$ cat config.mk
export PLATFORM = sky130hd
export DESIGN_NAME = complex_phase_ramp_rotator
export DESIGN_NICKNAME = d
export VERILOG_FILES = /design/src/rtl/cprr_pkg.sv /design/src/rtl/cprr_div.sv /design/src/rtl/cprr_cordic.sv /design/src/rtl/cprr_cmul.sv /design/src/rtl/complex_phase_ramp_rotator.sv
export SDC_FILE = /design/constraint.sdc
export NUM_CORES = 2
export LEC_CHECK = 0
export BUFFER_PORTS_ARGS = -buffer_cell sky130_fd_sc_hd__buf_2
export CORE_UTILIZATION = 55
export CTS_CLUSTER_SIZE = 12
export DETAILED_ROUTE_END_ITERATION = 10
export PLACE_DENSITY = 0.71
export SLEW_MARGIN = 5
export SYNTH_ARGS = -nofsm -noshare
export SYNTH_HDL_FRONTEND = slang
export SYNTH_SLANG_ARGS = --single-unit
$ cat constraint.sdc
create_clock -name clk -period 13.02 [get_ports clk]
set_clock_uncertainty 0.1 [all_clocks]
set_input_delay 0 -clock clk [delete_from_list [all_inputs] [get_ports clk]]
set_output_delay 0 -clock clk [all_outputs]
set_load 0.1 [all_outputs]
$ cat src/rtl/cprr_pkg.sv
`default_nettype none
package cprr_pkg;

	localparam int CORDIC_W   = 34;
	localparam int ANGLE_W    = 32;
	localparam int FRAC_BITS  = 30;
	localparam int DIV_BITS   = 4;
	localparam int RAMP_SHIFT = 22;

	localparam logic signed [CORDIC_W-1:0] CORDIC_INV_GAIN = 34'sd652032874;

	// atan(2^-k) in units of 2^-32 turn
	localparam logic [ANGLE_W-1:0] ATAN_TURNS [32] = '{
		32'd536870912, 32'd316933405, 32'd167458907, 32'd85004756,
		32'd42667331,  32'd21354465,  32'd10679838,  32'd5340245,
		32'd2670163,   32'd1335086,   32'd667544,    32'd333772,
		32'd166886,    32'd83443,     32'd41721,     32'd20860,
		32'd10430,     32'd5215,      32'd2607,      32'd1303,
		32'd651,       32'd325,       32'd162,       32'd81,
		32'd40,        32'd20,        32'd10,        32'd5,
		32'd2,         32'd1,         32'd0,         32'd0
	};

	typedef struct packed {
		logic signed [CORDIC_W-1:0] cos_v;
		logic signed [CORDIC_W-1:0] sin_v;
	} trig_t;

	typedef struct packed {
		logic [ANGLE_W-1:0] quo;
		logic               rem_nz;
	} div_res_t;

endpackage
`default_nettype wire

$ cat src/rtl/cprr_div.sv
`default_nettype none
// radix-16 restoring divider, keeps the low 32 quotient bits
module cprr_div #(
	parameter int DW = 48,
	parameter int NW = 11
) (
	input  wire logic               clk,
	input  wire logic               arst_n,
	input  wire logic               start,
	input  wire logic [DW-1:0]      dividend,
	input  wire logic [NW-1:0]      divisor,
	output logic                    done,
	output cprr_pkg::div_res_t      res
);

	localparam int ITER = DW / cprr_pkg::DIV_BITS;
	localparam int CNW  = $clog2(ITER + 1);

	logic [DW-1:0]                    dvd_q;
	logic [NW-1:0]                    dsr_q;
	logic [NW-1:0]                    rem_q;
	logic [cprr_pkg::ANGLE_W-1:0]     quo_q;
	logic [CNW-1:0]                   cnt_q;
	logic                             busy_q;
	logic                             done_q;
	logic [NW:0]                      r;
	logic [cprr_pkg::DIV_BITS-1:0]    qb;

	always_comb begin
		r  = {1'b0, rem_q};
		qb = '0;
		for (int j = 0; j < cprr_pkg::DIV_BITS; j++) begin
			r = {r[NW-1:0], dvd_q[DW-1-j]};
			if (r >= {1'b0, dsr_q}) begin
				r = r - {1'b0, dsr_q};
				qb[cprr_pkg::DIV_BITS-1-j] = 1'b1;
			end
		end
	end

	always_ff @(posedge clk or negedge arst_n) begin
		if (!arst_n) begin
			busy_q <= 1'b0;
			done_q <= 1'b0;
			cnt_q  <= '0;
		end else begin
			done_q <= 1'b0;
			if (start) begin
				busy_q <= 1'b1;
				cnt_q  <= CNW'(ITER - 1);
			end else if (busy_q) begin
				cnt_q <= cnt_q - 1'b1;
				if (cnt_q == '0) begin
					busy_q <= 1'b0;
					done_q <= 1'b1;
				end
			end
		end
	end

	always_ff @(posedge clk) begin
		if (start) begin
			dvd_q <= dividend;
			dsr_q <= divisor;
			rem_q <= '0;
			quo_q <= '0;
		end else if (busy_q) begin
			dvd_q <= dvd_q << cprr_pkg::DIV_BITS;
			rem_q <= r[NW-1:0];
			quo_q <= {quo_q[cprr_pkg::ANGLE_W-1-cprr_pkg::DIV_BITS:0], qb};
		end
	end

	assign done       = done_q;
	assign res.quo    = quo_q;
	assign res.rem_nz = |rem_q;

endmodule
`default_nettype wire

$ cat src/rtl/cprr_cordic.sv
`default_nettype none
// rotation-mode CORDIC, one micro-rotation per cycle
module cprr_cordic #(
	parameter int STAGES = 16
) (
	input  wire logic                          clk,
	input  wire logic                          arst_n,
	input  wire logic                          start,
	input  wire logic [cprr_pkg::ANGLE_W-1:0]  angle,
	output logic                               done,
	output cprr_pkg::trig_t                    trig
);

	localparam int CW = cprr_pkg::CORDIC_W;
	localparam int KW = $clog2(STAGES);

	logic [KW-1:0]                  k_q;
	logic                           busy_q;
	logic                           fin_q;
	logic                           done_q;
	logic                           flip_q;
	logic signed [CW-1:0]           x_q, y_q, z_q;
	logic signed [CW-1:0]           x_sh, y_sh, x_nx, y_nx, z_nx, atan_v;
	logic [cprr_pkg::ANGLE_W-1:0]   turn_a, ang_r;
	logic                           flip;
	cprr_pkg::trig_t                trig_q;

	// fold [1/4, 3/4) turn onto the right half plane
	assign turn_a = angle + 32'h4000_0000;
	assign flip   = turn_a[cprr_pkg::ANGLE_W-1];
	assign ang_r  = {angle[cprr_pkg::ANGLE_W-1] ^ flip, angle[cprr_pkg::ANGLE_W-2:0]};

	assign atan_v = $signed({2'b00, cprr_pkg::ATAN_TURNS[5'(k_q)]});
	assign x_sh   = x_q >>> k_q;
	assign y_sh   = y_q >>> k_q;

	always_comb begin
		if (!z_q[CW-1]) begin
			x_nx = x_q - y_sh;
			y_nx = y_q + x_sh;
			z_nx = z_q - atan_v;
		end else begin
			x_nx = x_q + y_sh;
			y_nx = y_q - x_sh;
			z_nx = z_q + atan_v;
		end
	end

	always_ff @(posedge clk or negedge arst_n) begin
		if (!arst_n) begin
			busy_q <= 1'b0;
			fin_q  <= 1'b0;
			done_q <= 1'b0;
			k_q    <= '0;
		end else begin
			done_q <= fin_q;
			fin_q  <= 1'b0;
			if (start) begin
				busy_q <= 1'b1;
				k_q    <= '0;
			end else if (busy_q) begin
				k_q <= k_q + 1'b1;
				if (k_q == KW'(STAGES - 1)) begin
					busy_q <= 1'b0;
					fin_q  <= 1'b1;
				end
			end
		end
	end

	always_ff @(posedge clk) begin
		if (start) begin
			x_q    <= cprr_pkg::CORDIC_INV_GAIN;
			y_q    <= '0;
			z_q    <= $signed({{(CW-cprr_pkg::ANGLE_W){ang_r[cprr_pkg::ANGLE_W-1]}}, ang_r});
			flip_q <= flip;
		end else if (busy_q) begin
			x_q <= x_nx;
			y_q <= y_nx;
			z_q <= z_nx;
		end
		if (fin_q) begin
			trig_q.cos_v <= flip_q ? -x_q : x_q;
			trig_q.sin_v <= flip_q ? -y_q : y_q;
		end
	end

	assign done = done_q;
	assign trig = trig_q;

endmodule
`default_nettype wire

$ cat src/rtl/cprr_cmul.sv
`default_nettype none
// complex multiply on one shared multiplier, round and saturate
module cprr_cmul #(
	parameter int SW = 16
) (
	input  wire logic                 clk,
	input  wire logic                 arst_n,
	input  wire logic                 start,
	input  wire cprr_pkg::trig_t      trig,
	input  wire logic signed [SW-1:0] sr,
	input  wire logic signed [SW-1:0] si,
	output logic                      done,
	output logic signed [SW-1:0]      re,
	output logic signed [SW-1:0]      im
);

	localparam int CW = cprr_pkg::CORDIC_W;
	localparam int PW = CW + SW;
	localparam int AW = PW + 2;
	localparam int TW = AW - cprr_pkg::FRAC_BITS;

	localparam logic [2:0] ST_IDLE = 3'd0;
	localparam logic [2:0] ST_M0   = 3'd1;
	localparam logic [2:0] ST_M1   = 3'd2;
	localparam logic [2:0] ST_M2   = 3'd3;
	localparam logic [2:0] ST_M3   = 3'd4;
	localparam logic [2:0] ST_M4   = 3'd5;

	localparam logic signed [AW-1:0] RND =
		{{(AW-cprr_pkg::FRAC_BITS){1'b0}}, 1'b1, {(cprr_pkg::FRAC_BITS-1){1'b0}}};

	logic [2:0]              st_q;
	logic                    done_q;
	logic signed [CW-1:0]    c_q, s_q, op_a;
	logic signed [SW-1:0]    sr_q, si_q, op_b;
	logic signed [PW-1:0]    prod_q, prod_nx;
	logic signed [AW-1:0]    acc_q, sum_sub, sum_add;
	logic signed [SW-1:0]    re_q, im_q;

	function automatic logic signed [SW-1:0] sat(input logic signed [AW-1:0] v);
		logic signed [AW-1:0] sh;
		logic signed [TW-1:0] t;
		sh = v >>> cprr_pkg::FRAC_BITS;
		t  = sh[TW-1:0];
		if ((&t[TW-1:SW-1]) || (~|t[TW-1:SW-1]))
			sat = t[SW-1:0];
		else if (t[TW-1])
			sat = {1'b1, {(SW-1){1'b0}}};
		else
			sat = {1'b0, {(SW-1){1'b1}}};
	endfunction

	assign op_a    = (st_q == ST_M0 || st_q == ST_M3) ? c_q : s_q;
	assign op_b    = (st_q == ST_M0 || st_q == ST_M2) ? sr_q : si_q;
	assign prod_nx = PW'(op_a) * PW'(op_b);
	assign sum_sub = acc_q - AW'(prod_q);
	assign sum_add = acc_q + AW'(prod_q);

	always_ff @(posedge clk or negedge arst_n) begin
		if (!arst_n) begin
			st_q   <= ST_IDLE;
			done_q <= 1'b0;
		end else begin
			done_q <= 1'b0;
			unique case (st_q)
				ST_IDLE: if (start) st_q <= ST_M0;
				ST_M0:   st_q <= ST_M1;
				ST_M1:   st_q <= ST_M2;
				ST_M2:   st_q <= ST_M3;
				ST_M3:   st_q <= ST_M4;
				ST_M4: begin
					st_q   <= ST_IDLE;
					done_q <= 1'b1;
				end
				default: st_q <= ST_IDLE;
			endcase
		end
	end

	always_ff @(posedge clk) begin
		if (start && st_q == ST_IDLE) begin
			c_q  <= trig.cos_v;
			s_q  <= trig.sin_v;
			sr_q <= sr;
			si_q <= si;
		end
		prod_q <= prod_nx;
		if (st_q == ST_M1 || st_q == ST_M3)
			acc_q <= AW'(prod_q) + RND;
		if (st_q == ST_M2)
			re_q <= sat(sum_sub);
		if (st_q == ST_M4)
			im_q <= sat(sum_add);
	end

	assign done = done_q;
	assign re   = re_q;
	assign im   = im_q;

endmodule
`default_nettype wire

$ cat src/rtl/complex_phase_ramp_rotator.sv
`default_nettype none
// Complex phase-ramp rotator.
// Input words on s_tvalid/s_tready/s_tdata carry one complex Q1.15 sample each;
// the block numbers them 0..n-1 itself and rotates sample i by
// +-(i*ramp_scale/(1024n) + phase_offset/65536) turn. Output words on
// m_tvalid/m_tready/m_tdata carry the saturated result, m_tlast marks element n-1.
// Registers (APB, byte address 4*i): vector_length, rotate_negative, ramp_scale,
// phase_offset. Write them only while no word is in flight.
// One word at a time: an item passes from accept to m_tvalid through the
// 4-bit-per-cycle ramp divider, the one-stage-per-cycle CORDIC and the four
// passes through the single multiplier; s_tready rises together with
// m_tvalid and the next word can be taken at the following edge, so the
// block takes no new word before it is through with the last one.
// A result sits in the output register while the next word is accepted;
// if m_tready stays low the finished result waits in the multiplier unit and
// s_tready stays low until the output register frees.
// Reset clears the position counter and sets the registers to 1024, 0, 256, 0.
module complex_phase_ramp_rotator #(
	parameter int MAX_LENGTH    = 1024,
	parameter int SAMPLE_WIDTH  = 16,
	parameter int CORDIC_STAGES = 16
) (
	input  wire logic                                    clk,
	input  wire logic                                    arst_n,
	input  wire logic                                    s_tvalid,
	output logic                                         s_tready,
	// sample_re, sample_im
	input  wire logic [((2*SAMPLE_WIDTH+7)/8)*8-1:0]     s_tdata,
	output logic                                         m_tvalid,
	input  wire logic                                    m_tready,
	// rotated_re, rotated_im
	output logic [((2*SAMPLE_WIDTH+7)/8)*8-1:0]          m_tdata,
	output logic                                         m_tlast,
	input  wire logic                                    psel,
	input  wire logic                                    penable,
	input  wire logic                                    pwrite,
	input  wire logic [3:0]                              paddr,
	input  wire logic [31:0]                             pwdata,
	output logic [31:0]                                  prdata,
	output logic                                         pready
);

	localparam int SW     = SAMPLE_WIDTH;
	localparam int TD_W   = ((2*SAMPLE_WIDTH+7)/8)*8;
	localparam int PW     = $clog2(MAX_LENGTH);
	localparam int NW     = $clog2(MAX_LENGTH + 1);
	localparam int MAG_W  = PW + 16;
	localparam int MW     = MAG_W + 1;
	localparam int DIV_W  = ((MAG_W + cprr_pkg::RAMP_SHIFT + cprr_pkg::DIV_BITS - 1)
		/ cprr_pkg::DIV_BITS) * cprr_pkg::DIV_BITS;
	localparam int AW     = cprr_pkg::ANGLE_W;

	localparam logic [1:0] REG_VECTOR_LENGTH   = 2'd0;
	localparam logic [1:0] REG_ROTATE_NEGATIVE = 2'd1;
	localparam logic [1:0] REG_RAMP_SCALE      = 2'd2;
	localparam logic [1:0] REG_PHASE_OFFSET    = 2'd3;

	localparam logic [2:0] S_IDLE   = 3'd0;
	localparam logic [2:0] S_RAMP   = 3'd1;
	localparam logic [2:0] S_DSTART = 3'd2;
	localparam logic [2:0] S_DIV    = 3'd3;
	localparam logic [2:0] S_ANG    = 3'd4;
	localparam logic [2:0] S_ROT    = 3'd5;
	localparam logic [2:0] S_MIX    = 3'd6;
	localparam logic [2:0] S_HOLD   = 3'd7;

	logic [10:0]               vector_length_q;
	logic                      rotate_negative_q;
	logic signed [15:0]        ramp_scale_q;
	logic [15:0]               phase_offset_q;
	logic [1:0]                reg_idx;
	logic                      cfg_wr;

	logic [2:0]                state_q;
	logic [PW-1:0]             pos_q, item_pos_q;
	logic                      item_last_q;
	logic signed [SW-1:0]      sr_q, si_q;
	logic signed [MW-1:0]      p_q, p_abs;
	logic [AW-1:0]             angle_q, q_mag, q_v, ang_sum, ang_nx;
	logic [31:0]               n_wide;
	logic [NW-1:0]             n_eff;
	logic                      last_in;
	logic                      s_acc;

	logic                      div_start, div_done;
	logic [DIV_W-1:0]          dividend;
	cprr_pkg::div_res_t        div_res;
	logic                      cor_start, cor_done;
	cprr_pkg::trig_t           trig;
	logic                      mix_start, mix_done;
	logic signed [SW-1:0]      mix_re, mix_im;

	logic                      m_tvalid_q;
	logic                      out_load;
	logic signed [SW-1:0]      out_re_q, out_im_q;
	logic                      out_last_q;

	// configuration port
	assign pready  = 1'b1;
	assign reg_idx = paddr[3:2];
	assign cfg_wr  = psel & penable & pwrite;

	always_ff @(posedge clk or negedge arst_n) begin
		if (!arst_n) begin
			vector_length_q   <= 11'd1024;
			rotate_negative_q <= 1'b0;
			ramp_scale_q      <= 16'sd256;
			phase_offset_q    <= 16'd0;
		end else if (cfg_wr) begin
			unique case (reg_idx)
				REG_VECTOR_LENGTH:   vector_length_q   <= pwdata[10:0];
				REG_ROTATE_NEGATIVE: rotate_negative_q <= pwdata[0];
				REG_RAMP_SCALE:      ramp_scale_q      <= $signed(pwdata[15:0]);
				REG_PHASE_OFFSET:    phase_offset_q    <= pwdata[15:0];
			endcase
		end
	end

	always_comb begin
		unique case (reg_idx)
			REG_VECTOR_LENGTH:   prdata = {21'd0, vector_length_q};
			REG_ROTATE_NEGATIVE: prdata = {31'd0, rotate_negative_q};
			REG_RAMP_SCALE:      prdata = {16'd0, ramp_scale_q};
			REG_PHASE_OFFSET:    prdata = {16'd0, phase_offset_q};
		endcase
	end

	// effective vector length: zero acts as one, clamp at MAX_LENGTH
	assign n_wide = (vector_length_q == '0) ? 32'd1 :
		((32'(vector_length_q) > 32'(MAX_LENGTH)) ? 32'(MAX_LENGTH) : 32'(vector_length_q));
	assign n_eff   = n_wide[NW-1:0];
	assign last_in = (32'(pos_q) + 32'd1) >= n_wide;

	assign s_tready = (state_q == S_IDLE);
	assign s_acc    = s_tvalid & s_tready;

	// ramp numerator magnitude, then floor correction for negative ramps
	assign p_abs     = p_q[MW-1] ? -p_q : p_q;
	assign dividend  = DIV_W'(p_abs[MAG_W-1:0]) << cprr_pkg::RAMP_SHIFT;
	assign q_mag     = div_res.quo + AW'(div_res.rem_nz);
	assign q_v       = p_q[MW-1] ? -q_mag : div_res.quo;
	assign ang_sum   = q_v + {phase_offset_q, 16'h0000};
	assign ang_nx    = rotate_negative_q ? -ang_sum : ang_sum;

	assign div_start = (state_q == S_DSTART);
	assign cor_start = (state_q == S_ANG);
	assign mix_start = (state_q == S_ROT) && cor_done;
	assign out_load  = ((state_q == S_MIX && mix_done) || state_q == S_HOLD) &&
		(!m_tvalid_q || m_tready);

	always_ff @(posedge clk or negedge arst_n) begin
		if (!arst_n) begin
			state_q <= S_IDLE;
			pos_q   <= '0;
		end else begin
			if (s_acc)
				pos_q <= last_in ? '0 : pos_q + 1'b1;
			unique case (state_q)
				S_IDLE:   if (s_acc) state_q <= S_RAMP;
				S_RAMP:   state_q <= S_DSTART;
				S_DSTART: state_q <= S_DIV;
				S_DIV:    if (div_done) state_q <= S_ANG;
				S_ANG:    state_q <= S_ROT;
				S_ROT:    if (cor_done) state_q <= S_MIX;
				S_MIX: begin
					if (mix_done)
						state_q <= out_load ? S_IDLE : S_HOLD;
				end
				S_HOLD:   if (out_load) state_q <= S_IDLE;
			endcase
		end
	end

	always_ff @(posedge clk) begin
		if (s_acc) begin
			item_pos_q  <= pos_q;
			item_last_q <= last_in;
			sr_q        <= $signed(s_tdata[SW-1:0]);
			si_q        <= $signed(s_tdata[2*SW-1:SW]);
		end
		if (state_q == S_RAMP)
			p_q <= MW'($signed({1'b0, item_pos_q})) * MW'(ramp_scale_q);
		if (state_q == S_DIV && div_done)
			angle_q <= ang_nx;
	end

	cprr_div #(
		.DW (DIV_W),
		.NW (NW)
	) u_div (
		.clk      (clk),
		.arst_n   (arst_n),
		.start    (div_start),
		.dividend (dividend),
		.divisor  (n_eff),
		.done     (div_done),
		.res      (div_res)
	);

	cprr_cordic #(
		.STAGES (CORDIC_STAGES)
	) u_cordic (
		.clk    (clk),
		.arst_n (arst_n),
		.start  (cor_start),
		.angle  (angle_q),
		.done   (cor_done),
		.trig   (trig)
	);

	cprr_cmul #(
		.SW (SW)
	) u_cmul (
		.clk    (clk),
		.arst_n (arst_n),
		.start  (mix_start),
		.trig   (trig),
		.sr     (sr_q),
		.si     (si_q),
		.done   (mix_done),
		.re     (mix_re),
		.im     (mix_im)
	);

	// output register
	always_ff @(posedge clk or negedge arst_n) begin
		if (!arst_n) begin
			m_tvalid_q <= 1'b0;
		end else if (out_load) begin
			m_tvalid_q <= 1'b1;
		end else if (m_tready) begin
			m_tvalid_q <= 1'b0;
		end
	end

	always_ff @(posedge clk) begin
		if (out_load) begin
			out_re_q   <= mix_re;
			out_im_q   <= mix_im;
			out_last_q <= item_last_q;
		end
	end

	assign m_tvalid = m_tvalid_q;
	assign m_tdata  = TD_W'({out_im_q, out_re_q});
	assign m_tlast  = out_last_q;

	a_pos_wrap: assert property (@(posedge clk) disable iff (!arst_n)
		s_acc && last_in |=> pos_q == '0)
		else $error("position did not wrap after last element");

	a_div_done: assert property (@(posedge clk) disable iff (!arst_n)
		div_done |-> state_q == S_DIV)
		else $error("divider finished outside divide state");

	a_cor_done: assert property (@(posedge clk) disable iff (!arst_n)
		cor_done |-> state_q == S_ROT)
		else $error("cordic finished outside rotate state");

	a_mix_done: assert property (@(posedge clk) disable iff (!arst_n)
		mix_done |-> state_q == S_MIX)
		else $error("multiplier finished outside mix state");

endmodule
`default_nettype wire
==> flow_summary.json <==
{
  "port_buffers": 107,
  "crit_start": "u_div.dsr_q[0]",
  "timing.rr.start": "u_div.dsr_q[0]",
  "seq_area_mm2": 0.0189,
  "fin_crit_ns": 11.08,
  "maxSlewViolCount": 0,
  "die_h_um": 359,
  "run_status": "finished, final reports clean",
  "setup_viol": 0,
  "gp_congestion": 0.934,
  "cts_buffer_depth": 3,
  "async_flop_share_pct": 10.8,
  "fillers": 10594,
  "reg2regPathDepth": 42,
  "crit_slowest_cell": "o41ai_1",
  "cts_max_level": 3,
  "fin_crit_sh_pct": 85.1,
  "clk_pin_slew_ns": 0.06,
  "drt-pass1-iter-count": 6,
  "cts_root_buf": "clkbuf_16",
  "wl_per_cell_um": 19.2,
  "routed_wl_um": 175000,
  "slowest_delay_ns": 0.54,
  "critical_path_class": "flip-flop to flip-flop",
  "synth_edf_count": 458,
  "fmax_mhz": 90.2,
  "grt_setup_unrepaired": "false",
  "final_cell_mix": "inv_1, nand2_1, fa_1, nor2_1, ha_1",
  "grt_pass1_vias": 53125,
  "dp_hpwl_um": 134000,
  "ys_ff_latch": 694,
  "cts_resized": 0,
  "clk_latency_ns": 0.70,
  "worst_path_most_repeated_cell": "o21ai_0",
  "layout-drive-gt1-share_pct": 7.82,
  "ant_nets": 0,
  "cts_tree": "built",
  "vias_per_cell": 5.81,
  "worstMarginPinSlew_ns": 1.20,
  "worstPathArrival_ns": 11.55,
  "synth.distinct_cells": 116,
  "yosys_most_used_dff": "edfxtp_1",
  "cp-start-kind": "flip-flop",
  "grt_pass1_wl_um": 282000,
  "reg2reg_slack_ns": 1.94,
  "finalHoldViolCount": 0,
  "antenna_found_initial": 1,
  "slew-limit-headroom_pct": 18.5,
  "start_util_pct": 55.7,
  "synth_warnings": 0,
  "grt_use_total_pct": 27.1,
  "setup_tns_ns": 0,
  "fp.dieW_um": 359,
  "synth_cells": 7370,
  "hp-start": "pwdata[4]",
  "drc": 0,
  "insertedDiodeCount": 0,
  "worstHoldPathCells": 3,
  "cts_made_buffers": 82,
  "die_area_mm2": 0.129,
  "area.growth.synth_to_final_pct": 7.89,
  "io_pins": 143,
  "rows": 130,
  "cts_setup_buffers": 0,
  "multi_input_area_mm2": 0.0466,
  "overflow": 0,
  "worstHoldPathType": "primary input to flip-flop",
  "avgSynthCellArea_um2": 9.53,
  "endpoint_kind": "flip-flop",
  "core-area_mm2": 0.126,
  "synth_area_mm2": 0.0702,
  "cts_num_sinks": 694,
  "required_ns": 13.48,
  "critPathMaxFanout": 14,
  "maxCapViolCount": 0,
  "grt_start_max_net_pins": 88,
  "ys_seq_area_share_pct": 26.9,
  "final_common_cell": "inv_1",
  "vias": 52966,
  "finalNetCount": 8642,
  "dr.first_iter.drc_count": 4188
}
==> what timing repair did <==
action | 4_1_cts | 5_1_grt
endpoints found under the hold margin | 167 | 0
setup endpoints to repair | 0 | 0
hold buffers | 109 | 0
==> cells by family after synthesis <==
family	count (synthesis)	share of synthesized area [%]
other	2	0.0107
XOR/XNOR	497	6.22
flip-flops	694	26.9
adder cells (fa/ha/maj)	1163	27.9
AND/OR/NAND/NOR	2078	13.5
AO/OA/AOI/OAI	1296	11.7
buffers and inverters	1262	7.02
multiplexers	378	6.77
==> flip-flops by register name, summed over array words and instances, names as in the netlist, 26 cells and up <==
| register | count |
|---|---|
| u_cmul.s_q | 34 |
| u_div.quo_q | 32 |
| u_cordic.y_q | 34 |
| p_q | 27 |
| u_cordic.trig | 68 |
| u_cmul.prod_q | 50 |
| u_cmul.c_q | 34 |
| u_div.dvd_q | 26 |
| angle_q | 32 |
| u_cordic.x_q | 34 |
| u_cordic.z_q | 34 |
| u_cmul.acc_q | 51 |
==> critical path, delay by kind of cell, from the launching register on <==
kind | cells | cell delay [ns]
AOI/OAI and AO/OA | 25 | 5.03
adders and majority gates | 5 | 1.82
buffers and inverters | 1 | 0.26
DFF | 1 | 0.45
muxes | 2 | 0.72
and+or+nand+nor | 9 | 2.54
==> final timing paths <==
path | endpoint
worst min-delay path | ramp_scale_q[4]
worst max-delay path | u_div.rem_q[0]
max in group asynchronous | pos_q[1]
worst min register to register | out_im_q[13]
worst max register to register | u_div.rem_q[0]
min in group asynchronous | u_cordic.busy_q
==> stage by stage <==
| stage | instances | worst slack (ns) | cell area (µm²) | hold WS (ns) | util (%) |
|---|---|---|---|---|---|
| after floorplan | 7385 | 1.90 | 70300 | -0.396 | - |
| after global placement | 8861 | 2.12 | 72000 | -0.108 | 57.1 |
| after detailed placement | 8861 | 2.15 | 72000 | -0.103 | 57.1 |
| after CTS | 9119 | 2.05 | 75800 | 0.000586 | 60.1 |
| after global routing | 9119 | 0.942 | 75800 | 0.0210 | 60.1 |
| final | 9119 | 1.94 | 75800 | 0.0497 | 60.1 |
==> layout make-up <==
| class | instances | area share [%] |
|---|---|---|
| clock inverters | 41 | 0.545 |
| repair buffers | 287 | 2.87 |
| clock buffers | 108 | 2.93 |
| multi-input cells | 5429 | 61.5 |
| inverters | 910 | 4.51 |
| well taps | 1650 | 2.73 |
| flip-flops and latches | 694 | 24.9 |
==> metal layers <==
layer / GRT usage (%) / vias up / wire [µm]
met1: 35.7 / 26075 / 74000
met2: 44.9 / 1766 / 82600
met4: 9.63 / 0 / 6360
li1: - / 24790 / -
met3: 4.65 / 335 / 11900
met5: 0 / - / 0
==> Yosys cell counts (20+ instances only) <==
library cell,instances,area (µm²)
a211oi_1,46,345
a21o_1,145,1090
a21oi_1,382,1910
a31oi_1,47,294
and2_1,127,795
and3_1,37,231
buf_1,39,146
buf_2,30,150
buf_4,21,158
clkbuf_1,253,950
dfrtp_1,73,1830
dfxtp_1,161,3220
edfxtp_1,458,13800
fa_1,668,13400
ha_1,495,6190
inv_1,906,3400
mux2_2,125,1410
mux2i_1,187,1870
mux4_2,65,1460
nand2_1,877,3290
nand2b_1,68,425
nand3_1,73,365
nand4_1,39,244
nor2_1,545,2050
nor2b_1,69,432
nor3_1,72,360
nor4_1,21,131
o211ai_1,21,158
o21a_1,53,398
o21ai_0,292,1460
o21ai_1,22,110
o21bai_1,38,285
o31ai_1,57,428
o41ai_1,22,193
or3_1,38,238
or4_1,20,150
xnor2_1,337,2950
xor2_1,159,1390
Power is not shown: default switching activity piles up to over one toggle a cycle in this logic, so the estimate is an artifact.
